## src/rtl/core/bpa_pkg.sv

```systemverilog
// ----------------------------------------------------------------------------
// bpa_pkg
// Shared types and codes of the bitmap page allocator: request and response
// transactions, status and command codes, register indexes, and the
// command/status bundles between controller and datapath.
// ----------------------------------------------------------------------------
package bpa_pkg;

    localparam int CFG_IDX_W = 4;

    localparam logic CMD_ALLOC = 1'b0;
    localparam logic CMD_FREE  = 1'b1;

    localparam logic [1:0] ST_OK       = 2'd0;
    localparam logic [1:0] ST_FULL     = 2'd1;
    localparam logic [1:0] ST_BAD_FREE = 2'd2;

    localparam logic [CFG_IDX_W-1:0] REG_REGION_BASE   = 4'd0;
    localparam logic [CFG_IDX_W-1:0] REG_REGION_GROUPS = 4'd1;

    localparam logic [7:0] GROUP_FULL = 8'hFF;

    typedef struct packed {
        logic        cmd;
        logic [31:0] address;
    } t_req;

    typedef struct packed {
        logic [1:0]  status;
        logic [31:0] alloc_addr;
    } t_rsp;

    typedef struct packed {
        logic clr_step;
        logic load_req;
        logic scan_step;
        logic free_read;
        logic free_check;
        logic res_full;
        logic res_bad;
        logic load_out;
    } t_dp_cmd;

    typedef struct packed {
        logic clr_done;
        logic grp_zero;
        logic scan_hit;
        logic scan_end;
        logic free_oor;
        logic out_free;
    } t_dp_sts;

endpackage

```

## src/rtl/core/bpa_datapath.sv

```systemverilog
// ----------------------------------------------------------------------------
// bpa_datapath
// Page map memory, configuration registers, group scan counter, free
// address decode and the pending and output result registers.
// ----------------------------------------------------------------------------
module bpa_datapath
    import bpa_pkg::*;
#(
    parameter int GROUPS     = 128,
    parameter int PAGE_SHIFT = 12
) (
    input  logic                 i_clk,
    input  logic                 i_rst_n,
    input  logic                 i_cfg_we,
    input  logic [CFG_IDX_W-1:0] i_cfg_index,
    input  logic [31:0]          i_cfg_data,
    input  t_req                 i_req,
    input  t_dp_cmd              i_cmd,
    output t_dp_sts              o_sts,
    input  logic                 i_rsp_ready,
    output logic                 o_rsp_valid,
    output t_rsp                 o_rsp
);

    localparam int GW = (GROUPS > 1) ? $clog2(GROUPS) : 1;
    localparam int CW = $clog2(GROUPS + 1);
    localparam int LW = (CW > 8) ? CW : 8;
    localparam logic [LW-1:0] GRP_L  = LW'(GROUPS);
    localparam logic [GW-1:0] GRP_LAST = GW'(GROUPS - 1);

    logic [7:0]    r_mem [GROUPS];
    logic [7:0]    r_rd_data;
    logic [31:0]   r_base;
    logic [7:0]    r_ngrp;
    logic [31:0]   r_offset;
    logic [LW-1:0] r_grp;
    logic [GW-1:0] r_chk_grp;
    logic          r_chk_valid;
    logic [GW-1:0] r_clr;
    t_rsp          r_res;
    t_rsp          r_out;
    logic          r_out_valid;

    logic [LW-1:0] n_use;
    logic [LW-1:0] ngrp_l;
    logic          issue;
    logic          mem_re;
    logic [GW-1:0] mem_ra;
    logic          mem_we;
    logic [GW-1:0] mem_wa;
    logic [7:0]    mem_wd;
    logic [GW-1:0] free_grp;
    logic [2:0]    free_bit;
    logic          free_set;
    logic          hit;
    logic [2:0]    hit_bit;
    logic [31:0]   hit_addr;

    assign ngrp_l   = LW'(r_ngrp);
    assign n_use    = (ngrp_l > GRP_L) ? GRP_L : ngrp_l;
    assign issue    = i_cmd.scan_step && (r_grp < n_use);
    assign free_grp = r_offset[PAGE_SHIFT+3 +: GW];
    assign free_bit = r_offset[PAGE_SHIFT +: 3];
    assign free_set = r_rd_data[free_bit];
    assign hit      = r_chk_valid && (r_rd_data != GROUP_FULL);
    assign hit_addr = r_base + (32'({r_chk_grp, hit_bit}) << PAGE_SHIFT);

    always_comb begin
        hit_bit = 3'd7;
        for (int b = 6; b >= 0; b--) begin
            if (!r_rd_data[b]) begin
                hit_bit = 3'(b);
            end
        end
    end

    always_comb begin
        mem_re = issue || i_cmd.free_read;
        mem_ra = i_cmd.free_read ? free_grp : r_grp[GW-1:0];
        mem_we = 1'b0;
        mem_wa = r_clr;
        mem_wd = 8'h00;
        if (i_cmd.clr_step) begin
            mem_we = 1'b1;
        end else if (i_cmd.scan_step && hit) begin
            mem_we = 1'b1;
            mem_wa = r_chk_grp;
            mem_wd = r_rd_data | (8'h01 << hit_bit);
        end else if (i_cmd.free_check && free_set) begin
            mem_we = 1'b1;
            mem_wa = free_grp;
            mem_wd = r_rd_data & ~(8'h01 << free_bit);
        end
    end

    always_ff @(posedge i_clk) begin
        if (mem_we) begin
            r_mem[mem_wa] <= mem_wd;
        end
        if (mem_re) begin
            r_rd_data <= r_mem[mem_ra];
        end
    end

    always_ff @(posedge i_clk) begin
        if (!i_rst_n) begin
            r_base      <= '0;
            r_ngrp      <= 8'd128;
            r_clr       <= '0;
            r_chk_valid <= 1'b0;
            r_grp       <= '0;
            r_out_valid <= 1'b0;
        end else begin
            if (i_cfg_we) begin
                unique case (i_cfg_index)
                    REG_REGION_BASE:   r_base <= i_cfg_data;
                    REG_REGION_GROUPS: r_ngrp <= i_cfg_data[7:0];
                    default: ;
                endcase
            end
            if (i_cmd.clr_step) begin
                r_clr <= r_clr + GW'(1);
            end
            if (i_cmd.load_req) begin
                r_grp       <= '0;
                r_chk_valid <= 1'b0;
            end else if (i_cmd.scan_step) begin
                r_chk_valid <= issue;
                if (issue) begin
                    r_grp <= r_grp + LW'(1);
                end
            end
            if (i_cmd.load_out) begin
                r_out_valid <= 1'b1;
            end else if (i_rsp_ready) begin
                r_out_valid <= 1'b0;
            end
        end
    end

    always_ff @(posedge i_clk) begin
        if (i_cmd.load_req) begin
            r_offset <= i_req.address - r_base;
        end
        if (i_cmd.scan_step) begin
            r_chk_grp <= r_grp[GW-1:0];
        end
        if (i_cmd.scan_step && hit) begin
            r_res <= '{status: ST_OK, alloc_addr: hit_addr};
        end else if (i_cmd.res_full) begin
            r_res <= '{status: ST_FULL, alloc_addr: 32'd0};
        end else if (i_cmd.res_bad) begin
            r_res <= '{status: ST_BAD_FREE, alloc_addr: 32'd0};
        end else if (i_cmd.free_check) begin
            r_res <= '{status: (free_set ? ST_OK : ST_BAD_FREE), alloc_addr: 32'd0};
        end
        if (i_cmd.load_out) begin
            r_out <= r_res;
        end
    end

    always_comb begin
        o_sts.clr_done = (r_clr == GRP_LAST);
        o_sts.grp_zero = (n_use == '0);
        o_sts.scan_hit = hit;
        o_sts.scan_end = r_chk_valid && !hit && (LW'(r_chk_grp) == n_use - LW'(1));
        o_sts.free_oor = (32'(r_offset[31:PAGE_SHIFT+3]) >= 32'(n_use));
        o_sts.out_free = !r_out_valid || i_rsp_ready;
    end

    assign o_rsp_valid = r_out_valid;
    assign o_rsp       = r_out;

endmodule

```

## src/rtl/core/bpa_ctrl.sv

```systemverilog
// ----------------------------------------------------------------------------
// bpa_ctrl
// Controller state machine: clear pass after reset, request intake, group
// scan for allocate, read-check-write for free, and result hand-off.
// ----------------------------------------------------------------------------
module bpa_ctrl
    import bpa_pkg::*;
(
    input  logic    i_clk,
    input  logic    i_rst_n,
    input  logic    i_req_valid,
    input  logic    i_req_cmd,
    output logic    o_req_ready,
    input  t_dp_sts i_sts,
    output t_dp_cmd o_cmd
);

    typedef enum logic [2:0] {
        S_CLEAR,
        S_IDLE,
        S_SCAN,
        S_FREE_RD,
        S_FREE_CHK,
        S_POST
    } t_state;

    t_state r_state;
    t_state n_state;

    always_comb begin
        n_state     = r_state;
        o_cmd       = '0;
        o_req_ready = 1'b0;
        unique case (r_state)
            S_CLEAR: begin
                o_cmd.clr_step = 1'b1;
                if (i_sts.clr_done) begin
                    n_state = S_IDLE;
                end
            end
            S_IDLE: begin
                o_req_ready = 1'b1;
                if (i_req_valid) begin
                    o_cmd.load_req = 1'b1;
                    if (i_req_cmd == CMD_FREE) begin
                        n_state = S_FREE_RD;
                    end else if (i_sts.grp_zero) begin
                        o_cmd.res_full = 1'b1;
                        n_state        = S_POST;
                    end else begin
                        n_state = S_SCAN;
                    end
                end
            end
            S_SCAN: begin
                o_cmd.scan_step = 1'b1;
                if (i_sts.scan_hit) begin
                    n_state = S_POST;
                end else if (i_sts.scan_end) begin
                    o_cmd.res_full = 1'b1;
                    n_state        = S_POST;
                end
            end
            S_FREE_RD: begin
                if (i_sts.free_oor) begin
                    o_cmd.res_bad = 1'b1;
                    n_state       = S_POST;
                end else begin
                    o_cmd.free_read = 1'b1;
                    n_state         = S_FREE_CHK;
                end
            end
            S_FREE_CHK: begin
                o_cmd.free_check = 1'b1;
                n_state          = S_POST;
            end
            S_POST: begin
                if (i_sts.out_free) begin
                    o_cmd.load_out = 1'b1;
                    n_state        = S_IDLE;
                end
            end
            default: n_state = S_IDLE;
        endcase
    end

    always_ff @(posedge i_clk) begin
        if (!i_rst_n) begin
            r_state <= S_CLEAR;
        end else begin
            r_state <= n_state;
        end
    end

endmodule

```

## src/rtl/core/bitmap_page_allocator.sv

```systemverilog
// ----------------------------------------------------------------------------
// bitmap_page_allocator
// First-fit page slot allocator over a bitmap of eight-page groups.
//
// Request channel (i_req_*): cmd selects allocate or free; address names the
// page to free. Response channel (o_rsp_*): one transaction per request with
// status and the allocated page address (zero unless an allocate succeeds).
// Configuration channel (i_cfg_*): index 0 writes region_base, index 1 writes
// region_groups; always ready, write only while the block is idle.
// Allocate: one map group is read per cycle until a group with a free page
// is found or all groups in use prove full; when no group is in use the
// result is full without any scan.
// Free: read, check and write back one group; an address outside the window
// is answered without a map read.
// One request is in work at a time; the next is accepted once the previous
// result has moved to the output register, even if that register is still
// waiting for i_rsp_ready.
// Reset: a clearing pass over all groups zeroes the page map; requests are
// held off until it ends. A stalled receiver holds the response and, once the
// following result is done, holds the request channel too.
// ----------------------------------------------------------------------------
module bitmap_page_allocator
    import bpa_pkg::*;
#(
    parameter int GROUPS     = 128,
    parameter int PAGE_SHIFT = 12
) (
    input  logic                 i_clk,
    input  logic                 i_rst_n,
    input  logic                 i_cfg_valid,
    output logic                 o_cfg_ready,
    input  logic [CFG_IDX_W-1:0] i_cfg_index,
    input  logic [31:0]          i_cfg_data,
    input  logic                 i_req_valid,
    output logic                 o_req_ready,
    input  t_req                 i_req,
    output logic                 o_rsp_valid,
    input  logic                 i_rsp_ready,
    output t_rsp                 o_rsp
);

    t_dp_cmd dp_cmd;
    t_dp_sts dp_sts;

    assign o_cfg_ready = 1'b1;

    bpa_ctrl u_ctrl (
        .i_clk       (i_clk),
        .i_rst_n     (i_rst_n),
        .i_req_valid (i_req_valid),
        .i_req_cmd   (i_req.cmd),
        .o_req_ready (o_req_ready),
        .i_sts       (dp_sts),
        .o_cmd       (dp_cmd)
    );

    bpa_datapath #(
        .GROUPS     (GROUPS),
        .PAGE_SHIFT (PAGE_SHIFT)
    ) u_datapath (
        .i_clk       (i_clk),
        .i_rst_n     (i_rst_n),
        .i_cfg_we    (i_cfg_valid && o_cfg_ready),
        .i_cfg_index (i_cfg_index),
        .i_cfg_data  (i_cfg_data),
        .i_req       (i_req),
        .i_cmd       (dp_cmd),
        .o_sts       (dp_sts),
        .i_rsp_ready (i_rsp_ready),
        .o_rsp_valid (o_rsp_valid),
        .o_rsp       (o_rsp)
    );

`ifndef SYNTHESIS
    a_status_code: assert property (@(posedge i_clk) disable iff (!i_rst_n)
        o_rsp_valid |-> (o_rsp.status == ST_OK || o_rsp.status == ST_FULL ||
                         o_rsp.status == ST_BAD_FREE))
        else $error("response status code out of range");

    a_fail_zero_addr: assert property (@(posedge i_clk) disable iff (!i_rst_n)
        (o_rsp_valid && o_rsp.status != ST_OK) |-> (o_rsp.alloc_addr == 32'd0))
        else $error("failed transaction carries a nonzero page address");

    a_no_req_in_reset: assert property (@(posedge i_clk)
        !i_rst_n |=> !o_req_ready)
        else $error("request accepted during map clearing");
`endif

endmodule

```

## config.mk

```make
export PLATFORM = sky130hd
export DESIGN_NAME = bitmap_page_allocator
export DESIGN_NICKNAME = d
export VERILOG_FILES = /design/src/rtl/core/bpa_pkg.sv /design/src/rtl/core/bpa_datapath.sv /design/src/rtl/core/bpa_ctrl.sv /design/src/rtl/core/bitmap_page_allocator.sv
export SDC_FILE = /design/constraint.sdc
export NUM_CORES = 2
export LEC_CHECK = 0
export BUFFER_PORTS_ARGS = -buffer_cell sky130_fd_sc_hd__buf_4
export CAP_MARGIN = 20
export CORE_MARGIN = 4
export CORE_UTILIZATION = 62
export DETAILED_ROUTE_END_ITERATION = 16
export HOLD_SLACK_MARGIN = 0.12
export PLACE_DENSITY_LB_ADDON = 0.05
export SYNTH_ARGS = -nofsm -noshare
export SYNTH_HDL_FRONTEND = slang
export SYNTH_HIERARCHICAL = 1
export SYNTH_SLANG_ARGS = --single-unit
```

## constraint.sdc

```tcl
create_clock -name i_clk -period 9.8 [get_ports i_clk]
set_clock_uncertainty 0.05 [all_clocks]
set_input_delay 0.49 -clock i_clk [delete_from_list [all_inputs] [get_ports i_clk]]
set_output_delay 0.49 -clock i_clk [all_outputs]
set_load 0.01 [all_outputs]
```

==> metrics list <==
- In the layout the commonest cells are edfxtp_1, nand2_1, nor2_1, mux4_2, a21oi_1.
- Final core occ: 0.707
- Capture point of the worst reg-to-reg path: u_datapath/r_rd_data[4]$_DFFE_PP_
- The floorplan step defined a core boundary enclosing slightly below 80000 um2.
- The most critical setup path has its startpoint at u_datapath/ngrp_l[7]$_SDFFE_PN1P_.
- For this design the static power due to leakage is 15.3 nW.
* Antenna violations before repair: 3
* Final hold violations: 0
* Number of endpoints failing setup at the final stage: 0
- The share of the Yosys chip area taken by registers is 0.718.
- At the worst endpoint, the required time is slightly above 10 ns.
* Critical path's largest stage delay: about 0.98 ns
- Library cell appearing most often on the critical path: a21oi_1
- Fill cells in the final layout number between 4000 and 5000.
* Quantity of I/O buffers inserted on ports: roughly 110
- The clock reaches the later pin of the worst-skew pair after between 0.6 and 0.7 ns.
- Synthesis produced a netlist with a net count of between 3000 and 4000.
- The most used flip-flop cell after synthesis is edfxtp_1.
- Of the cells placed in the final design, the portion with a size suffix greater than 1 is 0.166.
* Buffers from clock root to sink, at most: 3
* Tightest Pin Transition: 1.25 ns
- GRT Total Usage: 0.295
* Portion of the clock cycle consumed by the worst path in the final layout: 0.741
- STA classifies the critical path startpoint as a flip-flop.
- The count of nets left with antenna violations once routing finished came out at 0.
- Using the TritonRoute via totals, the vias-per-cell ratio works out to 6.57.
- Maximum fanout along the worst path: 86
* Root Driver: clkbuf_16
- Post-Place Cells: 4045
- Setup crit end kind: flip-flop
- Static timing analysis puts the maximum clock frequency at between 0.1 and 0.15 GHz.
* Sum Neg Setup Slack: 0 ns
- Counting I/O delays and the setup requirement, the final critical path takes 7.26 ns.
- Tightest hold margin: ~0.17 ns
- Start point of the worst min-delay path: i_rst_n
- Final estimated routing congestion in global placement: between 0.8 and 0.9
* Number of DRC markers in iteration 0: approximately 3400
- Peak supply drop: roughly 180 uV
- Final instance count without filler cells: 4295
- A synthesized cell averages around 16 um2.
- Minimum setup slack after placement: roughly 2.6 ns
* Die Span X: about 290 um
- Buffers inserted during clock tree synthesis total approximately 110.
- Cell depth of the worst min-delay path: 2
* CP Data Arrival Time: about 7.6 ns
- In this run, synthesis inferred approximately 1100 flip-flops with an integrated enable.
* Hold endpoint: u_datapath/ngrp_l[7]$_SDFFE_PN1P_
- The total count of max-transition violations in the final report is 0.
- The area growth from synthesis to layout is 12.5%.
* Vias: 28200
- The via count of the first global-routing pass came to 27800.
- After layout, the worst setup slack is 2.54 ns.
* Number of cells produced by synthesis: roughly 3000
- Critical-path cell list: clkinv_1, nand2_1, ha_1, nor2b_1, o21ai_0, nand2b_1, a21oi_1, nor2b_1, o21ai_0, nand2b_1, a21oi_1, o221ai_1, nor2_2, buf_4, mux2_8, buf_4, mux4_2, o22ai_1, nor4_1, a311oi_1, a21oi_1
- Setup slack of the most critical reg-to-reg path: roughly 2.5 ns
* CTS tree: done
- Detailed-route wire length: between 100000 and 150000 um
- In this run, synthesis produced a sequential element count of 1187.
* Most frequent standard cell in the layout excluding fill and tap cells: edfxtp_1
- Once placement finished, the instance area stood at between 50000 and 60000 um2.
* Depth of the worst register-to-register path: 21
* Max-slew headroom at the worst pin: 0.158
- Starting density of the core: 0.628
- Design Power: just over 10 mW
* Crit Path Class: reg -> reg
- The Yosys step of the flow raised 6 warnings.
- The floorplan has 102 rows.
- Number of clock sinks: roughly 1200
* Setup repair after global routing missed its margin: no
- The total overflow left after global routing is 0.
* Avg WL per Cell: 28.2 um
- Worst hold path type: in -> reg
- After synthesis the cells add up to 48800 um2.
- On the critical path, the stage with the largest delay is an instance of a311oi_1.
- The H-tree was split into 3 levels.
- Measured along the y axis, the die boundary spans 289 um.
- Count of maximum capacitance violations: 0
* Layout net count: 3288
- For this run, the detailed router's first-pass iteration total came to 5.
- Power per cell area: around 180 nW/um2
- Num ports: about 110
- The finished cells cover about 55000 um2.
- Maximum number of pins on one net before global-route repair: 103
- Number of setup buffers added after CTS: 0
- Global-route wire length before repair: 181000 um
* Count of cell types in the netlist: 78
* Die Area: between 80000 and 90000 um2
- After clock tree synthesis, the clock-pin slew on the worst setup and hold paths is roughly 0.060 ns.
- Drc violations: 0
- Fraction of synthesis flops using an asynchronous set or reset pin: 0
* Dpl hpwl: 74500 um
- The worst register-to-register path begins at u_datapath/ngrp_l[7]$_SDFFE_PN1P_.
* Result of the run: finished clean
[kinds of logic after synthesis]
| kind of cell | synth area share |
|---|---|
| simple gates | 0.0658 |
| other cells | 0.0000768 |
| buf+inv | 0.0197 |
| compound gates | 0.0643 |
| mux | 0.110 |
| xor+xnor | 0.00790 |
| flops | 0.718 |
| fa+ha+maj | 0.0149 |
[area by class of cell]
class                   count  area (um2)  area share
clock inverters            71         817      0.0149
diodes                      2        5.00   0.0000911
inverters                  49         184     0.00335
flip-flops and latches   1187       35000       0.638
repair buffers            191        1590      0.0290
multi-input cells        1613       13000       0.237
well taps                1040        1300      0.0237
clock buffers             142        2960      0.0539
[where the power goes]
part	leakage, nW	switching [mW]	internal, mW
sequential	8.67	0.00771	5.49
clock	1.83	1.83	2.57
combinational	4.81	0.107	0.0731
total	15.3	1.94	8.13
[flip-flops by register name, indices dropped and copies added (netlist names)]
| name | count |
|---|---|
| u_ctrl/r_state | 3 |
| u_datapath/ngrp_l | 8 |
| u_datapath/o_rsp | 34 |
| u_datapath/o_rsp_valid | 1 |
| u_datapath/r_base | 32 |
| u_datapath/r_chk_grp | 7 |
| u_datapath/r_chk_valid | 1 |
| u_datapath/r_clr | 7 |
| u_datapath/r_grp | 8 |
| u_datapath/r_mem | 1024 |
| u_datapath/r_offset | 20 |
| u_datapath/r_rd_data | 8 |
| u_datapath/r_res | 34 |
[Yosys cell counts (8+ instances only)]
cell type | count | area share
edfxtp_1 | 1125 | 0.69
nand2_1 | 310 | 0.024
nor2_1 | 194 | 0.015
mux4_2 | 168 | 0.078
a21oi_1 | 163 | 0.017
mux2i_1 | 149 | 0.031
dfxtp_1 | 62 | 0.025
o221ai_1 | 61 | 0.011
clkbuf_1 | 58 | 0.0045
ha_1 | 58 | 0.015
nand3_1 | 52 | 0.0053
inv_1 | 48 | 0.0037
buf_2 | 41 | 0.0042
a21boi_0 | 37 | 0.0057
nor3_1 | 37 | 0.0038
o21ai_0 | 30 | 0.0031
o22ai_1 | 29 | 0.0037
xnor2_1 | 28 | 0.0050
a211oi_1 | 23 | 0.0035
nand2b_1 | 20 | 0.0026
nor2b_1 | 20 | 0.0026
a21o_1 | 19 | 0.0029
nor4_1 | 19 | 0.0024
buf_4 | 18 | 0.0028
and2_1 | 17 | 0.0022
buf_1 | 16 | 0.0012
xor2_1 | 16 | 0.0029
buf_6 | 14 | 0.0032
a2111oi_0 | 13 | 0.0023
a31oi_1 | 12 | 0.0015
and3_1 | 12 | 0.0015
or3_1 | 12 | 0.0015
a311oi_1 | 8 | 0.0014
nand4_1 | 8 | 0.0010
o31ai_1 | 8 | 0.0012
[timing repair]
| item | in CTS | in global routing |
|---|---|---|
| resized for setup | 0 | 0 |
| endpoints found under the hold margin | 41 | 0 |
| hold buffers | 33 | 0 |
[worst max-delay path: cells and delay by family (launching register included)]
family | cells | cell delay, ns
AO/OA/AOI/OAI | 8 | 2.33
buffers and inverters | 3 | 1.51
multiplexers | 2 | 1.42
AND/OR/NAND/NOR | 7 | 0.84
flip-flops | 1 | 0.44
adder cells (fa/ha/maj) | 1 | 0.26
[worst max path at each step]
| stage | slack, ns | to |
|---|---|---|
| floorplan | 1.47 | u_datapath/r_mem[0][6]$_DFFE_PP_ |
| global placement | 2.64 | u_datapath/r_rd_data[4]$_DFFE_PP_ |
| detailed placement | 2.64 | u_datapath/r_rd_data[4]$_DFFE_PP_ |
| CTS | 2.64 | u_datapath/r_rd_data[4]$_DFFE_PP_ |
| global route | 2.18 | u_datapath/r_rd_data[3]$_DFFE_PP_ |
| finish | 2.54 | u_datapath/r_rd_data[4]$_DFFE_PP_ |
[layer usage]
metal  GRT usage  vias to the layer above  routed length [um]
met4      0.0950                        0                3860
met2       0.468                     1514               57800
li1            -                    12100                   -
met1       0.431                    14400               48100
met5           0                        -                   0
met3      0.0470                      227               11300
Power figures use the tool's default switching activity.
